--- config.mk ---
export PLATFORM = sky130hd
export DESIGN_NAME = timeout_slot_table_unit
export DESIGN_NICKNAME = d
export VERILOG_FILES = /design/src/rtl/tst_pkg.sv /design/src/rtl/tst_ram.sv /design/src/rtl/timeout_slot_table_unit.sv
export SDC_FILE = /design/constraint.sdc
export NUM_CORES = 2
export LEC_CHECK = 0
export ABC_CLOCK_PERIOD_IN_PS = 16600
export BUFFER_PORTS_ARGS = -buffer_cell sky130_fd_sc_hd__buf_2
export CORE_MARGIN = 5
export CORE_UTILIZATION = 60
export DETAILED_ROUTE_END_ITERATION = 7
export GPL_ROUTABILITY_DRIVEN = 1
export PLACE_DENSITY = 0.82
export RECOVER_POWER = 100
export SYNTH_ARGS = -nofsm -noshare
export SYNTH_HDL_FRONTEND = slang
export SYNTH_SLANG_ARGS = --single-unit
--- constraint.sdc ---
create_clock -name clk -period 16.6 [get_ports clk]
set_clock_uncertainty 0.15 [all_clocks]
set_input_delay 2.49 -clock clk [delete_from_list [all_inputs] [get_ports clk]]
set_output_delay 2.49 -clock clk [all_outputs]
set_load 0.05 [all_outputs]
--- src/rtl/tst_pkg.sv ---
// ----------------------------------------------------------------------------
// tst_pkg
// Shared types and constants of the timeout slot table.
// ----------------------------------------------------------------------------
`default_nettype none

package tst_pkg;

  localparam int SLOTS_DEF       = 16;
  localparam int MAX_FIRE        = 16;
  localparam int FIRE_W          = $clog2(MAX_FIRE + 1);
  localparam int TICK_W          = 32;
  localparam int DUR_W           = 32;
  localparam int CFG_W           = 10;
  localparam int SID_W           = 8;
  localparam int SLOT_OUT_W      = 4;
  localparam int IN_DATA_W       = 48;
  localparam int OUT_DATA_W      = 40;
  localparam int ENTRY_W         = 1 + DUR_W + TICK_W;
  localparam int DIV_STEPS       = DUR_W;
  localparam int DIV_CNT_W       = $clog2(DIV_STEPS);
  localparam logic [CFG_W-1:0] TICK_LEN_RST = CFG_W'(10);

  typedef enum logic [1:0] {
    REQ_TICK   = 2'd0,
    REQ_POLL   = 2'd1,
    REQ_SCHED  = 2'd2,
    REQ_CANCEL = 2'd3
  } req_t;

  typedef enum logic [1:0] {
    KIND_DONE   = 2'd0,
    KIND_FIRED  = 2'd1,
    KIND_NOFREE = 2'd2,
    KIND_BADID  = 2'd3
  } kind_t;

  typedef enum logic [2:0] {
    S_IDLE,
    S_DIV,
    S_SCHED_WR,
    S_POLL_RD,
    S_POLL_CMP,
    S_RESP
  } state_t;

endpackage

`default_nettype wire

--- src/rtl/tst_ram.sv ---
// ----------------------------------------------------------------------------
// tst_ram
// Generic single-write, single-read RAM with registered read data.
// ----------------------------------------------------------------------------
`default_nettype none

module tst_ram #(
  parameter int WIDTH = 8,
  parameter int DEPTH = 16,
  parameter int AW    = (DEPTH > 1) ? $clog2(DEPTH) : 1
) (
  input  wire logic             clk,
  input  wire logic             we,
  input  wire logic [AW-1:0]    waddr,
  input  wire logic [WIDTH-1:0] wdata,
  input  wire logic             re,
  input  wire logic [AW-1:0]    raddr,
  output logic      [WIDTH-1:0] rdata
);

  logic [WIDTH-1:0] mem [DEPTH];

  always_ff @(posedge clk) begin
    if (we) begin
      mem[waddr] <= wdata;
    end
    if (re) begin
      rdata <= mem[raddr];
    end
  end

endmodule

`default_nettype wire

--- src/rtl/timeout_slot_table_unit.sv ---
// ----------------------------------------------------------------------------
// timeout_slot_table_unit
// Tick counter with a table of one-shot / periodic timeout slots.
// ----------------------------------------------------------------------------
// Flow: tick, cancel and full-table schedule go to the response state, which loads the
//   output register once it is free; schedule runs a 32-step divide, the table write and
//   the response; poll reads and compares each active slot, re-arming fired periodic ones.
// Throughput: one request at a time; a new word is taken as soon as the
//   previous one has loaded its final result into the output register.
// Reset: tick counter zero, every slot inactive, tick length 10 ms; payload RAM not cleared.
`default_nettype none

module timeout_slot_table_unit #(
  parameter int SLOTS = tst_pkg::SLOTS_DEF
) (
  input  wire logic                           clk,
  input  wire logic                           rst,
  // configuration: tick length in ms
  input  wire logic                           cfg_valid,
  output logic                                cfg_ready,
  input  wire logic [tst_pkg::CFG_W-1:0]      cfg_data,
  // request stream
  input  wire logic                           s_tvalid,
  output logic                                s_tready,
  // [31:0] duration_ms, [32] periodic, [40:33] slot_id, [47:41] zero
  input  wire logic [tst_pkg::IN_DATA_W-1:0]  s_tdata,
  // [1:0] req_type
  input  wire logic [1:0]                     s_tuser,
  // result stream
  output logic                                m_tvalid,
  input  wire logic                           m_tready,
  // [3:0] slot, [35:4] tick_now, [39:36] zero
  output logic [tst_pkg::OUT_DATA_W-1:0]      m_tdata,
  // [1:0] kind
  output logic [1:0]                          m_tuser,
  output logic                                m_tlast
);

  import tst_pkg::*;

  localparam int SLOT_W = (SLOTS > 1) ? $clog2(SLOTS) : 1;
  localparam int IDX_W  = $clog2(SLOTS + 1);

  state_t state, state_next;

  // architectural state held in flops
  logic [TICK_W-1:0]     tick_count;
  logic [CFG_W-1:0]      tick_len;
  logic [SLOTS-1:0]      active;

  // request context
  logic                  req_per;
  logic [SLOT_W-1:0]     sched_slot;
  logic [DUR_W-1:0]      dvd;        // dividend in, quotient out
  logic [CFG_W-1:0]      rem;
  logic [CFG_W-1:0]      divisor;
  logic [DIV_CNT_W-1:0]  div_cnt;
  logic [IDX_W-1:0]      idx;
  logic [FIRE_W-1:0]     fire_cnt;
  logic                  pend_valid; // a fired slot still waits to be sent
  logic [SLOT_OUT_W-1:0] pend_slot;
  kind_t                 resp_kind;
  logic [SLOT_OUT_W-1:0] resp_slot;

  // output register
  logic [TICK_W-1:0]     out_tick;
  logic [SLOT_OUT_W-1:0] out_slot;
  kind_t                 out_kind;
  logic                  out_last;

  logic                  s_accept;
  logic                  out_free;
  req_t                  req_in;
  logic [SLOT_W-1:0]     idx_s;
  logic                  scan_end;

  // table RAM: {periodic, period, expiry}
  logic                  mem_we;
  logic [SLOT_W-1:0]     mem_waddr;
  logic [ENTRY_W-1:0]    mem_wdata;
  logic                  mem_re;
  logic [ENTRY_W-1:0]    mem_rdata;

  logic                  rd_isper;
  logic [DUR_W-1:0]      rd_period;
  logic [TICK_W-1:0]     rd_expiry;
  logic                  fire;
  logic                  fire_stall;
  logic [TICK_W-1:0]     rearm;

  logic                  free_found;
  logic [SLOT_W-1:0]     free_slot;

  logic [CFG_W:0]        rem_sh;
  logic                  div_ge;
  logic [CFG_W-1:0]      rem_nx;

  logic                  out_load;
  kind_t                 out_kind_n;
  logic [SLOT_OUT_W-1:0] out_slot_n;
  logic                  out_last_n;

  tst_ram #(
    .WIDTH (ENTRY_W),
    .DEPTH (SLOTS),
    .AW    (SLOT_W)
  ) u_ram (
    .clk   (clk),
    .we    (mem_we),
    .waddr (mem_waddr),
    .wdata (mem_wdata),
    .re    (mem_re),
    .raddr (idx_s),
    .rdata (mem_rdata)
  );

  assign cfg_ready = 1'b1;
  assign s_tready  = (state == S_IDLE);
  assign s_accept  = s_tvalid && s_tready;
  assign out_free  = !m_tvalid || m_tready;
  assign req_in    = req_t'(s_tuser);
  assign idx_s     = idx[SLOT_W-1:0];
  assign scan_end  = (idx == IDX_W'(SLOTS)) || (fire_cnt == FIRE_W'(MAX_FIRE));

  assign rd_isper   = mem_rdata[ENTRY_W-1];
  assign rd_period  = mem_rdata[DUR_W+TICK_W-1:TICK_W];
  assign rd_expiry  = mem_rdata[TICK_W-1:0];
  assign fire       = (rd_expiry <= tick_count);
  assign fire_stall = fire && pend_valid && !out_free;
  assign rearm      = tick_count + rd_period;

  // lowest inactive slot
  always_comb begin
    free_found = 1'b0;
    free_slot  = '0;
    for (int i = SLOTS - 1; i >= 0; i--) begin
      if (!active[i]) begin
        free_found = 1'b1;
        free_slot  = SLOT_W'(i);
      end
    end
  end

  // one restoring-division step per cycle
  assign rem_sh = {rem, dvd[DUR_W-1]};
  assign div_ge = (rem_sh >= {1'b0, divisor});
  assign rem_nx = div_ge ? CFG_W'(rem_sh - {1'b0, divisor}) : rem_sh[CFG_W-1:0];

  always_ff @(posedge clk) begin
    if (rst) begin
      state <= S_IDLE;
    end else begin
      state <= state_next;
    end
  end

  always_comb begin
    state_next = state;
    out_load   = 1'b0;
    out_kind_n = resp_kind;
    out_slot_n = resp_slot;
    out_last_n = 1'b1;
    mem_we     = 1'b0;
    mem_waddr  = sched_slot;
    mem_wdata  = {req_per, dvd, tick_count + dvd};
    mem_re     = 1'b0;
    case (state)
      S_IDLE: begin
        if (s_accept) begin
          case (req_in)
            REQ_POLL:  state_next = S_POLL_RD;
            REQ_SCHED: state_next = free_found ? S_DIV : S_RESP;
            default:   state_next = S_RESP;
          endcase
        end
      end
      S_DIV: begin
        if (div_cnt == DIV_CNT_W'(DIV_STEPS - 1)) begin
          state_next = S_SCHED_WR;
        end
      end
      S_SCHED_WR: begin
        mem_we     = 1'b1;
        state_next = S_RESP;
      end
      S_POLL_RD: begin
        if (scan_end) begin
          state_next = S_RESP;
        end else if (active[idx_s]) begin
          mem_re     = 1'b1;
          state_next = S_POLL_CMP;
        end
      end
      S_POLL_CMP: begin
        if (!fire) begin
          state_next = S_POLL_RD;
        end else if (!fire_stall) begin
          // send the previous hit, it is known not to be the last one
          out_load   = pend_valid;
          out_kind_n = KIND_FIRED;
          out_slot_n = pend_slot;
          out_last_n = 1'b0;
          // re-arm a periodic slot; a one-shot slot just drops its active bit
          mem_we     = rd_isper;
          mem_waddr  = idx_s;
          mem_wdata  = {1'b1, rd_period, rearm};
          state_next = S_POLL_RD;
        end
      end
      S_RESP: begin
        if (out_free) begin
          out_load   = 1'b1;
          state_next = S_IDLE;
        end
      end
      default: state_next = S_IDLE;
    endcase
  end

  // control and architectural state
  always_ff @(posedge clk) begin
    if (rst) begin
      tick_count  <= '0;
      tick_len    <= TICK_LEN_RST;
      active      <= '0;
    end else begin
      if (cfg_valid && cfg_ready) begin
        tick_len <= cfg_data;
      end
      if (s_accept && req_in == REQ_TICK) begin
        tick_count <= tick_count + TICK_W'(1);
      end
      if (s_accept && req_in == REQ_CANCEL &&
          s_tdata[40:33] < SID_W'(SLOTS)) begin
        active[s_tdata[32+SLOT_W:33]] <= 1'b0;
      end
      if (state == S_SCHED_WR) begin
        active[sched_slot] <= 1'b1;
      end
      if (state == S_POLL_CMP && fire && !fire_stall && !rd_isper) begin
        active[idx_s] <= 1'b0;
      end
    end
  end

  // request context; every field is loaded before it is used
  always_ff @(posedge clk) begin
    case (state)
      S_IDLE: begin
        if (s_accept) begin
          req_per    <= s_tdata[32];
          resp_kind  <= KIND_DONE;
          resp_slot  <= '0;
          idx        <= '0;
          fire_cnt   <= '0;
          pend_valid <= 1'b0;
          sched_slot <= free_slot;
          dvd        <= s_tdata[DUR_W-1:0];
          rem        <= '0;
          div_cnt    <= '0;
          divisor    <= (tick_len == '0) ? CFG_W'(1) : tick_len;
          if (req_in == REQ_CANCEL && s_tdata[40:33] >= SID_W'(SLOTS)) begin
            resp_kind <= KIND_BADID;
          end
          if (req_in == REQ_SCHED && !free_found) begin
            resp_kind <= KIND_NOFREE;
          end
        end
      end
      S_DIV: begin
        rem     <= rem_nx;
        dvd     <= {dvd[DUR_W-2:0], div_ge};
        div_cnt <= div_cnt + DIV_CNT_W'(1);
      end
      S_SCHED_WR: begin
        resp_slot <= SLOT_OUT_W'(sched_slot);
      end
      S_POLL_RD: begin
        if (scan_end) begin
          resp_kind <= pend_valid ? KIND_FIRED : KIND_DONE;
          resp_slot <= pend_valid ? pend_slot : '0;
        end else if (!active[idx_s]) begin
          idx <= idx + IDX_W'(1);
        end
      end
      S_POLL_CMP: begin
        if (!fire) begin
          idx <= idx + IDX_W'(1);
        end else if (!fire_stall) begin
          pend_valid <= 1'b1;
          pend_slot  <= SLOT_OUT_W'(idx_s);
          fire_cnt   <= fire_cnt + FIRE_W'(1);
          idx        <= idx + IDX_W'(1);
        end
      end
      default: ;
    endcase
  end

  // output register
  always_ff @(posedge clk) begin
    if (rst) begin
      m_tvalid <= 1'b0;
    end else if (out_load) begin
      m_tvalid <= 1'b1;
    end else if (m_tready) begin
      m_tvalid <= 1'b0;
    end
  end

  always_ff @(posedge clk) begin
    if (out_load) begin
      out_kind <= out_kind_n;
      out_slot <= out_slot_n;
      out_last <= out_last_n;
      out_tick <= tick_count;
    end
  end

  assign m_tdata = {(OUT_DATA_W - TICK_W - SLOT_OUT_W)'(0), out_tick, out_slot};
  assign m_tuser = out_kind;
  assign m_tlast = out_last;

  // the state has left idle in the cycle after every accepted word
  a_accept_busy: assert property (@(posedge clk) disable iff (rst)
    s_accept |=> state != S_IDLE)
    else $error("accepted word did not start work");

  // a waiting result is never overwritten
  a_no_overwrite: assert property (@(posedge clk) disable iff (rst)
    (m_tvalid && !m_tready) |-> !out_load)
    else $error("output register overwritten");

  // schedule only writes into a slot that was free
  a_sched_free: assert property (@(posedge clk) disable iff (rst)
    (state == S_SCHED_WR) |-> !active[sched_slot])
    else $error("schedule into active slot");

  // the scan stops once the fire limit is reached
  a_fire_limit: assert property (@(posedge clk) disable iff (rst)
    (state == S_POLL_CMP) |-> (fire_cnt < FIRE_W'(MAX_FIRE)))
    else $error("fire limit exceeded");

endmodule

`default_nettype wire

==> impl_metrics.py <==
metrics = {
    "worst_setup_path": {
        "max_stage_delay_ps": 2940,
        "cp.required_ps": 16860,
        "cp_slowest_cell": "clkbuf_1",
        "crit_chain": "inv_1, ha_1, nand4_1, nor4_1, nand2_1, a22oi_1, nand2_1, nor3_4, clkbuf_1, clkbuf_1, inv_1, nor2_1, a311oi_1",
        "path_delay_family": "buffers and inverters",
        "r2r-start": "tick_count[12]$_SDFFE_PP0P_",
        "rr_endpoint": "active[15]$_SDFF_PP0_",
        "worst-path-buf-inv": 4,
        "start_kind": "register",
        "reg2reg_slack_ps": 4880,
        "cp_max_fo": 62,
        "crit_arrival_ps": 11970,
        "reg2reg_depth": 13,
        "end_kind": "register",
        "critPathKind": "reg2reg",
    },
    "cells_and_area": {
        "final_common_cell": "edfxtp_1",
        "postLayoutCellArea_mm2": 0.0595,
        "syn_to_final_growth_pct": 10.4,
        "layout_common_cells": "edfxtp_1, mux4_2, nand2_1, clkbuf_16, nor2_1",
        "antenna_cells": 0,
        "fillers": 5465,
        "drive_gt1_share_pct": 19.3,
        "multi_input_area_mm2": 0.0150,
        "nets": 3264,
        "seq_area_mm2": 0.0381,
    },
    "yosys": {
        "yosysSeqAreaShare_pct": 70.7,
        "synth_top_flop_cell": "edfxtp_1",
        "synth_edf_count": 1227,
        "synth-seq-cells": 1289,
        "synth_top_area_cell": "edfxtp_1",
        "synthArstFlopShare_pct": 0,
        "netlist_instances": 2939,
        "synth.distinct_cells": 74,
        "synth_top_cell_area_share_pct": 68.4,
        "synth_area_per_cell_um2": 18.3,
        "syn_area_mm2": 0.0539,
        "ys_warn_count": 0,
        "ys_top_cells_by_area": "edfxtp_1, mux4_2, ha_1",
    },
    "route": {
        "wirelength_um": 133000,
        "via_per_inst": 6.82,
        "drcViolationCount": 0,
        "num_vias": 29700,
        "initialDrtViolationCount": 4159,
        "ant_nets": 0,
        "drt_pass1_iterations": 6,
        "wl_per_cell_um": 30.6,
    },
    "pwr": {
        "peakVddDrop_mv": 0.165,
        "cellLeakagePower_nw": 19.5,
        "p_per_area_mw_per_mm2": 167,
    },
    "grt": {
        "grt_max_degree": 150,
        "grtUsageTotal_pct": 28.0,
        "antenna_found_initial": 4,
        "grt_pass1_wl_um": 196000,
        "grt_overflow": 0,
        "first_global_vias": 29900,
    },
    "clock_network": {
        "cts.clk_slew.worst_paths_ps": 60,
        "h-tree-depth": 3,
        "hold_buffers": 0,
        "clk_path_buf_depth": 3,
        "cts_buffers": 121,
        "post-cts-setup-buffers": 0,
        "clk-insertion-delay-late_ps": 700,
        "tritoncts": "yes",
        "clock-root-buffer": "clkbuf_16",
        "clock-sinks": 1289,
        "post_cts_resize_count": 0,
    },
    "floorplan": {
        "die_w_um": 310,
        "pin_count": 111,
        "rows": 110,
        "die_area_mm2": 0.0959,
        "core_mm2": 0.0896,
        "start_util_pct": 60.2,
        "die_y_um": 310,
    },
    "placed_design": {
        "io_buffers": 98,
        "placed_area_mm2": 0.0558,
        "gp_congestion": 0.926,
        "dp_hpwl_um": 72700,
    },
    "sta": {
        "period_share_pct": 70.6,
        "setup_viol": 0,
        "whs_ps": 319,
        "tightest_slew_ps": 7890,
        "rsz0062_at_grt": "false",
        "fin_setup_tns_ps": 0,
        "max_freq_mhz": 85.4,
        "slew_viol_final": 968,
        "min_period_ps": 11720,
        "hold_viol": 0,
        "relSlewSlack_pct": -426,
    },
    "hold_path": {
        "min_from": "tick_len[8]$_SDFFE_PP0P_",
        "min_path_cells": 0,
        "hold_path_end": "divisor[8]$_SDFFCE_PN0P_",
        "hp-class": "reg2reg",
    },
    "job": {
        "cap_violations": 34,
    },
    "run_status": {
        "outcome": "complete, but fails checks",
        "violations": "max-capacitance violations, max-slew violations",
    },
}
==> final cells by class <==
type,count,share of cell area (%)
Clock buffer,142,5.26
Clock inverter,80,1.26
Inverter,76,0.480
Multi-Input combinational cell,1444,25.2
Sequential cell,1289,64.0
Tap cell,1176,2.47
Timing Repair Buffer,151,1.25
==> cells in the mapped netlist, types with 43 or more instances <==
| library cell | instances |
|---|---|
| clkbuf_1 | 96 |
| nor2_1 | 120 |
| xnor2_1 | 63 |
| edfxtp_1 | 1227 |
| mux4_2 | 330 |
| a21o_1 | 43 |
| dfxtp_1 | 62 |
| inv_1 | 73 |
| o21ai_0 | 68 |
| ha_1 | 113 |
| a21oi_1 | 91 |
| nand2_1 | 175 |
==> registers in the layout (all words and copies together) (netlist names), 5 cells and up <==
register and count:
tick_len 10, divisor 10, u_ram.rdata 65, dvd 32, tick_count 32, u_ram.mem 1040, fire_cnt 5, idx 5
out_tick 32, rem 10, active 16, div_cnt 5
==> kinds of logic after synthesis <==
group | share of synthesized area (%)
flip-flops | 70.7
AND/OR/NAND/NOR | 4.55
multiplexers | 14.9
AO/OA/AOI/OAI | 4.08
buffers and inverters | 1.51
adder cells (fa/ha/maj) | 2.73
XOR/XNOR | 1.56
other | 0.0139
==> worst max-delay path by stage <==
| stage | end | from | cells past startpoint |
|---|---|---|---|
| floorplan | u_ram.mem[13][0]$_DFFE_PP_ | m_tready | 7 |
| global placement | u_ram.mem[13][54]$_DFFE_PP_ | m_tready | 10 |
| detailed placement | u_ram.mem[13][53]$_DFFE_PP_ | m_tready | 10 |
| CTS | u_ram.mem[13][58]$_DFFE_PP_ | tick_count[12]$_SDFFE_PP0P_ | 14 |
| global route | u_ram.mem[0][38]$_DFFE_PP_ | idx[3]$_SDFFCE_PN0P_ | 5 |
| finish | active[15]$_SDFF_PP0_ | tick_count[12]$_SDFFE_PP0P_ | 13 |
==> per-layer routing <==
layer	up-vias	global-route usage [%]	wire length, µm
met5	-	0	39
met4	6	8.63	4280
met3	289	4.98	14900
met2	2076	46.4	66100
met1	15300	38.8	48100
li1	12100	-	-
==> stage by stage <==
step | setup WS (ps) | instances | power [W] | util, %
4_1_cts | 9640 | 4356 | 0.00992 | 66.6
3_5_place_dp | 9690 | 4134 | 0.00718 | 62.3
5_1_grt | 4710 | 4358 | 0.0103 | 66.4
3_3_place_gp | 9750 | 4134 | 0.00703 | 62.3
6_report | 4880 | 4358 | 0.00993 | 66.4
2_1_floorplan | 9600 | 2942 | 0.00641 | -
==> where the power goes <==
group | switching [W] | internal [W]
Combinational | 0.00162 | 0.00112
Clock | 0.00117 | 0.00155
Sequential | 0.000137 | 0.00433
Total | 0.00293 | 0.00701
(Power assumes the default switching activity.)
